### src/hw/rtl/vrt_pkg.sv
// Shared constants and pair tables for the voxel ray traversal block.
// Used by vrt_front, vrt_walk, vrt_fifo and voxel_ray_traversal_3d.
package vrt_pkg;

    localparam int MAX_CELLS_DEF  = 64;
    localparam int FRAC_BITS_DEF  = 16;
    localparam int INT_BITS_DEF   = 16;
    localparam int DEN_W          = 34;   // |direction| in LSBs
    localparam int HALF_W         = 17;   // den is multiplied in two halves
    localparam int FIFO_DEPTH     = 2;
    localparam int NUM_PAIRS      = 6;

    // Ordered axis pairs (a,b); the product for pair p is num_a * den_b.
    function automatic logic [1:0] pair_a(input logic [2:0] p);
        logic [1:0] r;
        unique case (p)
            3'd0, 3'd2: r = 2'd0;
            3'd1, 3'd4: r = 2'd1;
            default:    r = 2'd2;
        endcase
        return r;
    endfunction

    function automatic logic [1:0] pair_b(input logic [2:0] p);
        logic [1:0] r;
        unique case (p)
            3'd0:       r = 2'd1;
            3'd1, 3'd3: r = 2'd0;
            3'd5:       r = 2'd1;
            default:    r = 2'd2;
        endcase
        return r;
    endfunction

    function automatic logic [2:0] pair_idx(input logic [1:0] a, input logic [1:0] b);
        logic [2:0] r;
        r = 3'd5;
        for (int p = 0; p < NUM_PAIRS; p++) begin
            if (pair_a(3'(p)) == a && pair_b(3'(p)) == b) begin
                r = 3'(p);
            end
        end
        return r;
    endfunction

endpackage

### src/hw/rtl/vrt_fifo.sv
// Small job queue between the setup front and the walk back end.
// Depends on vrt_pkg for the default depth.
module vrt_fifo #(
    parameter int WIDTH = 8,
    parameter int DEPTH = vrt_pkg::FIFO_DEPTH
) (
    input  logic             clk,
    input  logic             rst_n,
    input  logic             push,
    input  logic [WIDTH-1:0] wdata,
    input  logic             pop,
    output logic [WIDTH-1:0] rdata,
    output logic             full,
    output logic             empty
);

    localparam int PW = (DEPTH > 1) ? $clog2(DEPTH) : 1;
    localparam int CNW = $clog2(DEPTH + 1);

    logic [WIDTH-1:0] mem_reg [DEPTH];
    logic [PW-1:0]    wptr_reg, rptr_reg;
    logic [CNW-1:0]   count_reg;

    assign full  = (count_reg == CNW'(DEPTH));
    assign empty = (count_reg == '0);
    assign rdata = mem_reg[rptr_reg];

    always_ff @(posedge clk)
    begin
        if (push)
        begin
            mem_reg[wptr_reg] <= wdata;
        end
    end

    always_ff @(posedge clk or negedge rst_n)
    begin
        if (!rst_n)
        begin
            wptr_reg  <= '0;
            rptr_reg  <= '0;
            count_reg <= '0;
        end
        else
        begin
            if (push)
            begin
                wptr_reg <= (wptr_reg == PW'(DEPTH - 1)) ? '0 : wptr_reg + 1'b1;
            end
            if (pop)
            begin
                rptr_reg <= (rptr_reg == PW'(DEPTH - 1)) ? '0 : rptr_reg + 1'b1;
            end
            if (push && !pop)
            begin
                count_reg <= count_reg + 1'b1;
            end
            else if (pop && !push)
            begin
                count_reg <= count_reg - 1'b1;
            end
        end
    end

endmodule

### src/hw/rtl/vrt_front.sv
// Front end: takes a segment, derives per-axis DDA setup and the six
// cross products of tMax numerators and denominators. Uses vrt_pkg.
module vrt_front #(
    parameter int FRAC_BITS = vrt_pkg::FRAC_BITS_DEF,
    parameter int INT_BITS  = vrt_pkg::INT_BITS_DEF,
    parameter int CW        = 41 - FRAC_BITS,
    parameter int JW        = 8
) (
    input  logic                 clk,
    input  logic                 rst_n,
    input  logic                 start,
    input  logic signed [31:0]   start_x,
    input  logic signed [31:0]   start_y,
    input  logic signed [31:0]   start_z,
    input  logic signed [31:0]   end_x,
    input  logic signed [31:0]   end_y,
    input  logic signed [31:0]   end_z,
    output logic                 busy,
    input  logic                 full,
    output logic                 push,
    output logic [JW-1:0]        job
);

    localparam int DW   = vrt_pkg::DEN_W;
    localparam int HW   = vrt_pkg::HALF_W;
    localparam int NW   = FRAC_BITS + 1;
    localparam int MW   = NW + HW;
    localparam int PRW  = FRAC_BITS + 41;
    localparam int AXW  = CW + INT_BITS + 2 + DW;
    localparam int NP   = vrt_pkg::NUM_PAIRS;
    localparam int MSTEPS = 2 * NP;
    localparam logic [31:0] FMASK = (32'd1 << FRAC_BITS) - 32'd1;

    typedef enum logic [1:0] {F_IDLE, F_SETUP, F_MUL, F_PUSH} fstate_t;

    fstate_t           state_reg;
    logic [3:0]        cnt_reg;
    logic [3:0]        tag_reg;
    logic [31:0]       s_reg [3];
    logic [31:0]       e_reg [3];
    logic [NW-1:0]     num_reg [3];
    logic [DW-1:0]     den_reg [3];
    logic              dz_reg [3];
    logic              neg_reg [3];
    logic [CW-1:0]     cell_reg [3];
    logic [INT_BITS-1:0] idx_reg [3];
    logic [PRW-1:0]    prod_reg [NP];
    logic [MW-1:0]     mul_reg;

    // setup arithmetic
    logic [NW-1:0]     num_next [3];
    logic [DW-1:0]     den_next [3];
    logic              dz_next [3];
    logic              neg_next [3];
    logic [CW-1:0]     cell_next [3];
    logic [INT_BITS-1:0] idx_next [3];

    always_comb
    begin
        logic [31:0]          ebase;
        logic [FRAC_BITS-1:0] efrac;
        logic [FRAC_BITS-1:0] erel;
        logic [FRAC_BITS-1:0] sfrac;
        logic signed [33:0]   srel;
        logic signed [34:0]   dir;
        logic signed [33:0]   cfull;
        logic signed [34:0]   isum;
        logic [34:0]          ndir;
        for (int i = 0; i < 3; i++)
        begin
            efrac = e_reg[i][FRAC_BITS-1:0];
            ebase = e_reg[i] & ~FMASK;
            srel  = $signed({{2{s_reg[i][31]}}, s_reg[i]})
                  - $signed({{2{ebase[31]}}, ebase});
            erel  = (efrac == '0) ? FRAC_BITS'(1) : efrac;
            dir   = $signed({{(35 - FRAC_BITS){1'b0}}, erel}) - $signed({srel[33], srel});
            sfrac = srel[FRAC_BITS-1:0];
            ndir  = 35'(-dir);
            cfull = srel >>> FRAC_BITS;
            isum  = $signed({cfull[33], cfull})
                  + ($signed({{3{ebase[31]}}, ebase[31:0]}) >>> FRAC_BITS);
            neg_next[i]  = dir[34];
            dz_next[i]   = (dir == '0);
            den_next[i]  = dir[34] ? ndir[DW-1:0] : dir[DW-1:0];
            if (dir[34])
            begin
                num_next[i] = {1'b0, sfrac};
            end
            else if (dir == '0)
            begin
                num_next[i] = '0;
            end
            else
            begin
                num_next[i] = (NW'(1) << FRAC_BITS) - {1'b0, sfrac};
            end
            cell_next[i] = cfull[CW-1:0];
            idx_next[i]  = isum[INT_BITS-1:0];
        end
    end

    // one shared multiplier: pair cnt[3:1], den half cnt[0]
    logic [2:0]    mp;
    logic [1:0]    ma, mb;
    logic [HW-1:0] mhalf;
    logic [DW:0]   dext;
    assign mp    = cnt_reg[3:1];
    assign ma    = vrt_pkg::pair_a(mp);
    assign mb    = vrt_pkg::pair_b(mp);
    assign dext  = {1'b0, den_reg[mb]};
    assign mhalf = cnt_reg[0] ? dext[2*HW-1:HW] : dext[HW-1:0];

    assign busy = (state_reg != F_IDLE);
    assign push = (state_reg == F_PUSH) && !full;

    always_ff @(posedge clk or negedge rst_n)
    begin
        if (!rst_n)
        begin
            state_reg <= F_IDLE;
            cnt_reg   <= '0;
        end
        else
        begin
            unique case (state_reg)
                F_IDLE:
                begin
                    if (start)
                    begin
                        state_reg <= F_SETUP;
                    end
                end
                F_SETUP:
                begin
                    cnt_reg   <= '0;
                    state_reg <= F_MUL;
                end
                F_MUL:
                begin
                    cnt_reg <= cnt_reg + 1'b1;
                    if (cnt_reg == 4'(MSTEPS))
                    begin
                        state_reg <= F_PUSH;
                    end
                end
                F_PUSH:
                begin
                    if (!full)
                    begin
                        state_reg <= F_IDLE;
                    end
                end
                default: state_reg <= F_IDLE;
            endcase
        end
    end

    always_ff @(posedge clk)
    begin
        if (state_reg == F_IDLE && start)
        begin
            s_reg[0] <= start_x;
            s_reg[1] <= start_y;
            s_reg[2] <= start_z;
            e_reg[0] <= end_x;
            e_reg[1] <= end_y;
            e_reg[2] <= end_z;
        end
        if (state_reg == F_SETUP)
        begin
            for (int i = 0; i < 3; i++)
            begin
                num_reg[i]  <= num_next[i];
                den_reg[i]  <= den_next[i];
                dz_reg[i]   <= dz_next[i];
                neg_reg[i]  <= neg_next[i];
                cell_reg[i] <= cell_next[i];
                idx_reg[i]  <= idx_next[i];
            end
            for (int p = 0; p < NP; p++)
            begin
                prod_reg[p] <= '0;
            end
        end
        if (state_reg == F_MUL)
        begin
            if (cnt_reg < 4'(MSTEPS))
            begin
                mul_reg <= num_reg[ma] * mhalf;
                tag_reg <= cnt_reg;
            end
            if (cnt_reg != '0)
            begin
                // accumulate the partial product of the previous cycle
                prod_reg[tag_reg[3:1]] <= prod_reg[tag_reg[3:1]]
                    + (tag_reg[0] ? (PRW'(mul_reg) << HW) : PRW'(mul_reg));
            end
        end
    end

    always_comb
    begin
        for (int i = 0; i < 3; i++)
        begin
            job[i*AXW +: AXW] = {cell_reg[i], idx_reg[i], neg_reg[i], dz_reg[i], den_reg[i]};
        end
        for (int p = 0; p < NP; p++)
        begin
            job[3*AXW + p*PRW +: PRW] = prod_reg[p];
        end
    end

endmodule

### src/hw/rtl/vrt_walk.sv
// Back end: walks the DDA one voxel per cycle from a queued job.
// Depends on vrt_pkg for the pair tables.
module vrt_walk #(
    parameter int MAX_CELLS = vrt_pkg::MAX_CELLS_DEF,
    parameter int FRAC_BITS = vrt_pkg::FRAC_BITS_DEF,
    parameter int INT_BITS  = vrt_pkg::INT_BITS_DEF,
    parameter int CW        = 41 - FRAC_BITS,
    parameter int JW        = 8
) (
    input  logic                clk,
    input  logic                rst_n,
    input  logic [JW-1:0]       job,
    input  logic                empty,
    output logic                pop,
    output logic                valid,
    output logic signed [15:0]  voxel_x,
    output logic signed [15:0]  voxel_y,
    output logic signed [15:0]  voxel_z,
    output logic                last,
    output logic                truncated
);

    localparam int DW  = vrt_pkg::DEN_W;
    localparam int PRW = FRAC_BITS + 41;
    localparam int AXW = CW + INT_BITS + 2 + DW;
    localparam int NP  = vrt_pkg::NUM_PAIRS;
    localparam int CNW = $clog2(MAX_CELLS);

    logic                active_reg;
    logic [CNW-1:0]      cnt_reg;
    logic [CW-1:0]       cell_reg [3];
    logic [INT_BITS-1:0] idx_reg [3];
    logic [DW-1:0]       den_reg [3];
    logic                dz_reg [3];
    logic                neg_reg [3];
    logic [PRW-1:0]      prod_reg [NP];
    logic                valid_reg, last_reg, trunc_reg;
    logic [15:0]         vox_reg [3];

    function automatic logic t_less(input logic [PRW-1:0] pab, input logic [PRW-1:0] pba,
                                    input logic dza, input logic dzb);
        logic r;
        r = !dza && (dzb || (pab < pba));
        return r;
    endfunction

    logic l01, l02, l12;
    logic [1:0] ax;
    logic at_end, cap;

    assign l01 = t_less(prod_reg[vrt_pkg::pair_idx(2'd0, 2'd1)],
                        prod_reg[vrt_pkg::pair_idx(2'd1, 2'd0)], dz_reg[0], dz_reg[1]);
    assign l02 = t_less(prod_reg[vrt_pkg::pair_idx(2'd0, 2'd2)],
                        prod_reg[vrt_pkg::pair_idx(2'd2, 2'd0)], dz_reg[0], dz_reg[2]);
    assign l12 = t_less(prod_reg[vrt_pkg::pair_idx(2'd1, 2'd2)],
                        prod_reg[vrt_pkg::pair_idx(2'd2, 2'd1)], dz_reg[1], dz_reg[2]);
    assign ax  = l01 ? (l02 ? 2'd0 : 2'd2) : (l12 ? 2'd1 : 2'd2);

    assign at_end = (cell_reg[0] == '0) && (cell_reg[1] == '0) && (cell_reg[2] == '0);
    assign cap    = (cnt_reg == CNW'(MAX_CELLS - 1));
    assign pop    = !active_reg && !empty;

    assign valid     = valid_reg;
    assign last      = last_reg;
    assign truncated = trunc_reg;
    assign voxel_x   = vox_reg[0];
    assign voxel_y   = vox_reg[1];
    assign voxel_z   = vox_reg[2];

    always_ff @(posedge clk or negedge rst_n)
    begin
        if (!rst_n)
        begin
            active_reg <= 1'b0;
            valid_reg  <= 1'b0;
            cnt_reg    <= '0;
        end
        else
        begin
            valid_reg <= active_reg;
            if (pop)
            begin
                active_reg <= 1'b1;
                cnt_reg    <= '0;
            end
            else if (active_reg)
            begin
                cnt_reg <= cnt_reg + 1'b1;
                if (at_end || cap)
                begin
                    active_reg <= 1'b0;
                end
            end
        end
    end

    always_ff @(posedge clk)
    begin
        logic [31:0] ext;
        if (pop)
        begin
            for (int i = 0; i < 3; i++)
            begin
                {cell_reg[i], idx_reg[i], neg_reg[i], dz_reg[i], den_reg[i]} <= job[i*AXW +: AXW];
            end
            for (int p = 0; p < NP; p++)
            begin
                prod_reg[p] <= job[3*AXW + p*PRW +: PRW];
            end
        end
        else if (active_reg)
        begin
            for (int i = 0; i < 3; i++)
            begin
                ext = {{(32 - INT_BITS){idx_reg[i][INT_BITS-1]}}, idx_reg[i]};
                vox_reg[i] <= ext[15:0];
            end
            last_reg  <= at_end || cap;
            trunc_reg <= !at_end && cap;
            if (!at_end && !cap && !dz_reg[ax])
            begin
                cell_reg[ax] <= neg_reg[ax] ? cell_reg[ax] - 1'b1 : cell_reg[ax] + 1'b1;
                idx_reg[ax]  <= neg_reg[ax] ? idx_reg[ax] - 1'b1 : idx_reg[ax] + 1'b1;
                // num_ax grows by one voxel: every num_ax * den_b grows by den_b << FRAC_BITS
                for (int p = 0; p < NP; p++)
                begin
                    if (vrt_pkg::pair_a(3'(p)) == ax)
                    begin
                        prod_reg[p] <= prod_reg[p]
                            + (PRW'(den_reg[vrt_pkg::pair_b(3'(p))]) << FRAC_BITS);
                    end
                end
            end
        end
    end

endmodule

### src/hw/rtl/voxel_ray_traversal_3d.sv
// Top level of the 3D voxel ray traversal (exact fixed-point DDA).
// Depends on vrt_pkg, vrt_front, vrt_fifo and vrt_walk.
//
//  channel   ports                                  transfer when
//  input     start, start_x..end_z / busy           start && !busy
//  result    valid, voxel_x/y/z, last, truncated    valid (one cycle each)
//
// Setup per segment: capture, per-axis setup, then twelve partial products
// through one shared multiplier plus a drain step, then the push of the job.
// The walk then emits one voxel per cycle, up to MAX_CELLS per segment.
// A two-entry job queue lets the front set up the next segment during a walk.
// Reset clears control only; the receiver cannot stall, results always flow.
module voxel_ray_traversal_3d #(
    parameter int MAX_CELLS = vrt_pkg::MAX_CELLS_DEF,
    parameter int FRAC_BITS = vrt_pkg::FRAC_BITS_DEF,
    parameter int INT_BITS  = vrt_pkg::INT_BITS_DEF
) (
    input  logic               clk,
    input  logic               rst_n,
    input  logic               start,
    output logic               busy,
    input  logic signed [31:0] start_x,
    input  logic signed [31:0] start_y,
    input  logic signed [31:0] start_z,
    input  logic signed [31:0] end_x,
    input  logic signed [31:0] end_y,
    input  logic signed [31:0] end_z,
    output logic               valid,
    output logic signed [15:0] voxel_x,
    output logic signed [15:0] voxel_y,
    output logic signed [15:0] voxel_z,
    output logic               last,
    output logic               truncated
);

    localparam int CW  = 41 - FRAC_BITS;
    localparam int AXW = CW + INT_BITS + 2 + vrt_pkg::DEN_W;
    localparam int PRW = FRAC_BITS + 41;
    localparam int JW  = 3 * AXW + vrt_pkg::NUM_PAIRS * PRW;

    logic          push, pop, full, empty;
    logic [JW-1:0] job_in, job_out;

    vrt_front #(
        .FRAC_BITS (FRAC_BITS),
        .INT_BITS  (INT_BITS),
        .CW        (CW),
        .JW        (JW)
    ) u_front (
        .clk     (clk),
        .rst_n   (rst_n),
        .start   (start),
        .start_x (start_x),
        .start_y (start_y),
        .start_z (start_z),
        .end_x   (end_x),
        .end_y   (end_y),
        .end_z   (end_z),
        .busy    (busy),
        .full    (full),
        .push    (push),
        .job     (job_in)
    );

    vrt_fifo #(
        .WIDTH (JW),
        .DEPTH (vrt_pkg::FIFO_DEPTH)
    ) u_fifo (
        .clk   (clk),
        .rst_n (rst_n),
        .push  (push),
        .wdata (job_in),
        .pop   (pop),
        .rdata (job_out),
        .full  (full),
        .empty (empty)
    );

    vrt_walk #(
        .MAX_CELLS (MAX_CELLS),
        .FRAC_BITS (FRAC_BITS),
        .INT_BITS  (INT_BITS),
        .CW        (CW),
        .JW        (JW)
    ) u_walk (
        .clk       (clk),
        .rst_n     (rst_n),
        .job       (job_out),
        .empty     (empty),
        .pop       (pop),
        .valid     (valid),
        .voxel_x   (voxel_x),
        .voxel_y   (voxel_y),
        .voxel_z   (voxel_z),
        .last      (last),
        .truncated (truncated)
    );

    // voxels of one segment come out back to back
    a_walk_contiguous: assert property (@(posedge clk) disable iff (!rst_n)
        valid && !last |=> valid)
        else $error("voxel stream broke before last");

    a_trunc_is_last: assert property (@(posedge clk) disable iff (!rst_n)
        valid && truncated |-> last)
        else $error("truncated flag without last");

    a_no_overflow: assert property (@(posedge clk) disable iff (!rst_n)
        push |-> !full)
        else $error("job queue overflow");

    a_no_underflow: assert property (@(posedge clk) disable iff (!rst_n)
        pop |-> !empty)
        else $error("job queue underflow");

    a_accept_busy: assert property (@(posedge clk) disable iff (!rst_n)
        start && !busy |=> busy)
        else $error("front not busy after transfer");

endmodule
### config.mk
export PLATFORM = sky130hd
export DESIGN_NAME = voxel_ray_traversal_3d
export DESIGN_NICKNAME = d
export VERILOG_FILES = /design/src/hw/rtl/vrt_pkg.sv /design/src/hw/rtl/vrt_fifo.sv /design/src/hw/rtl/vrt_front.sv /design/src/hw/rtl/vrt_walk.sv /design/src/hw/rtl/voxel_ray_traversal_3d.sv
export SDC_FILE = /design/constraint.sdc
export NUM_CORES = 2
export LEC_CHECK = 0
export BUFFER_PORTS_ARGS = -buffer_cell sky130_fd_sc_hd__buf_4
export CAP_MARGIN = 20
export CORE_UTILIZATION = 49
export DETAILED_ROUTE_END_ITERATION = 7
export HOLD_SLACK_MARGIN = 0.02
export PLACE_DENSITY_LB_ADDON = 0.05
export SLEW_MARGIN = 10
export SYNTH_ARGS = -nofsm -noshare
export SYNTH_HDL_FRONTEND = slang
export SYNTH_SLANG_ARGS = --single-unit
### constraint.sdc
create_clock -name clk -period 27.6 [get_ports clk]
set_input_delay 4.14 -clock clk [delete_from_list [all_inputs] [get_ports clk]]
set_output_delay 4.14 -clock clk [all_outputs]
set_load 0.05 [all_outputs]
==> impl_metrics.tcl <==
set metrics [dict create \
    status "complete, but fails checks" \
    violations "DRC" \
    ctsHtreeMaxLevel 5 \
    vias 90500 \
    setup_viol 0 \
    cp.arrival_ns 9.29 \
    start_util_pct 49.3 \
    final.period_utilization_pct 31.5 \
    dieArea_um2 284000 \
    via_per_inst 6.08 \
    grt_start_max_net_pins 130 \
    avgSynthCellArea_um2 13.1 \
    antenna_found_initial 46 \
    multiInputGateArea_um2 53400 \
    area_growth_pct 11.9 \
    die-width_um 533 \
    cp-end-kind "flip-flop" \
    r2r_end "u_front.mul_reg[31]$_DFFE_PP_" \
    worstMarginPinSlew_ns 1.29 \
    row_count 194 \
    io_pins 247 \
    max_clock_freq_ghz 0.115 \
    ff2ff_path_depth 27 \
    slew_headroom_pct 12.3 \
    ant_nets 0 \
    yosysSeqAreaShare_pct 58.4 \
    clkTransAtPathRegs_ns 0.06 \
    crit_type "reg -> reg" \
    rrSetupSlack_ns 18.91 \
    syn_inst 10600 \
    slowest_stage "o221ai_1" \
    clock-sinks 2686 \
    crit_family "adder cells" \
    core-area_um2 280000 \
    slew_violations 0 \
    cp.required_ns 28.20 \
    async_reset_ff_share_pct 0.670 \
    clock_path_buffers 4 \
    hpwl_um 332000 \
    ctsResizeCount 0 \
    track_usage_pct 31.5 \
    cp.depth 27 \
    cts_setup_buffers 0 \
    synth_warnings 0 \
    skew_ns 0.0809 \
    final_hold_viol_count 0 \
    crit_end "u_front.mul_reg[31]$_DFFE_PP_" \
    cts.root.buffer_cell "clkbuf_16" \
    crit_top_cell "fa_1" \
    regArea_um2 80600 \
    synth_edf_count 2665 \
    grt_pass1_wl_um 638000 \
    fin_nets 12000 \
    reg2reg_from "u_front.cnt_reg[3]$_DFFE_PN0P_" \
    cts_hold_buf 0 \
    fin_setup_tns_ns 0 \
    worstSkewPairLatency_ns 0.94 \
    portBuffers 246 \
    drtIter0Drc 10400 \
    fin_crit_ns 8.69 \
    drive_gt1_share_pct 12.7 \
    dr.pass1.iters 8 \
    die_h_um 533 \
    wl_per_cell_um 30.4 \
    synth-seq-cells 2686 \
    wirelength_um 452000 \
    grt.overflow.total 0 \
    routabilityCongestion 0.988 \
    crit_fanout 32 \
    cts_tree "yes" \
    crit_start "u_front.cnt_reg[3]$_DFFE_PN0P_" \
    hold_path.class "reg -> reg" \
    synth_ff_type "edfxtp_1" \
    drcViolationCount 6 \
    syn-cell-area_um2 138000 \
    largest_reg_flops 1098 \
    rsz0062_at_grt "no" \
    maxCapViolCount 0 \
    startpoint_type "flip-flop" \
    ys_types 102 \
    grt_pass1_vias 87300 \
    cpPeakStageDelay_ns 0.80 \
    n_fill_cell 23200 \
    path_buf_inv 5 \
    cts_buffers 302 \
]
[cell usage in the layout, fill, tap and decap left out, types with 33 or more instances in the layout]
cell / synthesis / final
mux2_2: 292 / 292
o21ai_0: 349 / 346
clkbuf_1: 334 / 63
o211ai_1: 33 / 33
and2_1: 70 / 69
a211oi_1: 61 / 60
nor4_1: 66 / 66
nand4_1: 62 / 62
o31ai_1: 54 / 53
nor2_1: 835 / 830
o21a_1: 79 / 79
clkbuf_16: 0 / 303
ha_1: 721 / 720
a31oi_1: 80 / 79
xor2_1: 183 / 183
fa_1: 242 / 242
edfxtp_1: 2665 / 2665
or3_1: 35 / 35
and3_1: 48 / 46
clkinv_1: 3 / 65
xnor2_1: 407 / 407
mux4_2: 131 / 131
nor2b_1: 89 / 89
inv_1: 751 / 751
o22ai_1: 294 / 294
a21oi_1: 446 / 441
o21bai_1: 59 / 59
nand2_1: 661 / 650
nor3_1: 132 / 130
clkinv_2: 0 / 46
mux2i_1: 356 / 355
buf_4: 1 / 401
a21o_1: 279 / 279
nand3_1: 155 / 153
nand2b_1: 81 / 76
[synth_stat cells, types with 30 or more instances]
cell type	count	share of area, %
a21o_1	279	1.5
clkbuf_1	334	0.91
xor2_1	183	1.2
nand2b_1	81	0.37
o21bai_1	59	0.32
buf_1	45	0.12
or3_1	35	0.16
o31ai_1	54	0.29
nor3_1	132	0.48
nor2_1	835	2.3
mux4_2	131	2.1
a21oi_1	446	1.6
fa_1	242	3.5
and3_1	48	0.22
mux2_2	292	2.4
nand4_1	62	0.28
nor2b_1	89	0.40
edfxtp_1	2665	58
mux2i_1	356	2.6
o22ai_1	294	1.3
inv_1	751	2.0
a21boi_0	30	0.16
and2_1	70	0.32
o21a_1	79	0.43
nand3_1	155	0.56
o211ai_1	33	0.18
o21ai_0	349	1.3
nor4_1	66	0.30
ha_1	721	6.5
xnor2_1	407	2.6
nand2_1	661	1.8
a211oi_1	61	0.33
a31oi_1	80	0.36
[cell type report]
cell class	count	area share, %
inverter	755	1.84
clock inverter	181	1.18
clock buffer	369	5.09
antenna	9	0.0146
tap	3724	3.02
timing repair buffer	411	2.08
multi-input combinational	6733	34.6
sequential	2686	52.2
[worst reg2reg max path, cell delays in order, from the launching register on]
cell and delay, ns:
dfrtp_1 0.59, clkinv_1 0.48, o21a_1 0.69, o221ai_1 0.81, nor2_1 0.15, fa_1 0.55, inv_1 0.05, fa_1 0.48
inv_1 0.05, fa_1 0.48, fa_1 0.46, fa_1 0.52, inv_1 0.06, fa_1 0.48, inv_1 0.07, ha_1 0.37
a21o_1 0.19, a21o_1 0.16, a21o_1 0.16, a21oi_1 0.26, nand2_1 0.10, nor3_1 0.24, nor3_1 0.14, nor2_1 0.17
a21oi_1 0.14, a21oi_1 0.25, o21ai_0 0.13, xor2_1 0.15
[stage by stage]
stage / utilization (%) / area (um^2) / std cells / hold WS, ns / setup slack, ns
after floorplan: - / 138000 / 10600 / 0.352 / 2.77
after global placement: 51.7 / 145000 / 14300 / 0.424 / 18.49
after detailed placement: 51.7 / 145000 / 14300 / 0.431 / 18.96
after CTS: 55.2 / 154000 / 14900 / 0.433 / 18.92
after global routing: 55.2 / 154000 / 14900 / 0.439 / 18.34
final: 55.2 / 154000 / 14900 / 0.432 / 18.91
[how the worst min path moves through the flow]
stage,startpoint,to,depth (start not counted)
2_1_floorplan,u_walk.active_reg$_DFF_PN0_,u_walk.valid$_DFF_PN0_,0
3_3_place_gp,u_front.dz_reg[0][0]$_DFFE_PP_,u_fifo.mem_reg[0][34]$_DFFE_PP_,0
3_5_place_dp,u_front.cell_reg[0][10]$_DFFE_PP_,u_fifo.mem_reg[1][62]$_DFFE_PP_,0
4_1_cts,u_front.cell_reg[0][32]$_DFFE_PP_,u_fifo.mem_reg[0][136]$_DFFE_PP_,0
5_1_grt,u_front.cell_reg[0][31]$_DFFE_PP_,u_fifo.mem_reg[0][135]$_DFFE_PP_,0
6_report,u_front.cell_reg[0][32]$_DFFE_PP_,u_fifo.mem_reg[0][136]$_DFFE_PP_,0
[per-layer routing]
layer | wire length [um] | GRT usage (%) | vias up | part of all wire [%]
met5 | 92 | 0 | - | 0.020
met4 | 16400 | 10.3 | 12 | 3.6
met3 | 39500 | 5.60 | 626 | 8.7
met2 | 203000 | 48.7 | 3866 | 45
met1 | 193000 | 45.2 | 45900 | 43
li1 | - | - | 40000 | -
[cells by family after synthesis]
logic type / synth area share [%]
AO/OA/AOI/OAI: 9.64
adder cells (fa/ha/maj): 10.1
XOR/XNOR: 3.78
other: 0.00272
flip-flops: 58.4
multiplexers: 7.11
AND/OR/NAND/NOR: 7.89
buffers and inverters: 3.12
Power is left out: the tool's default activity adds up to more than one toggle a clock period on the data nets, which glitch-free logic cannot reach.
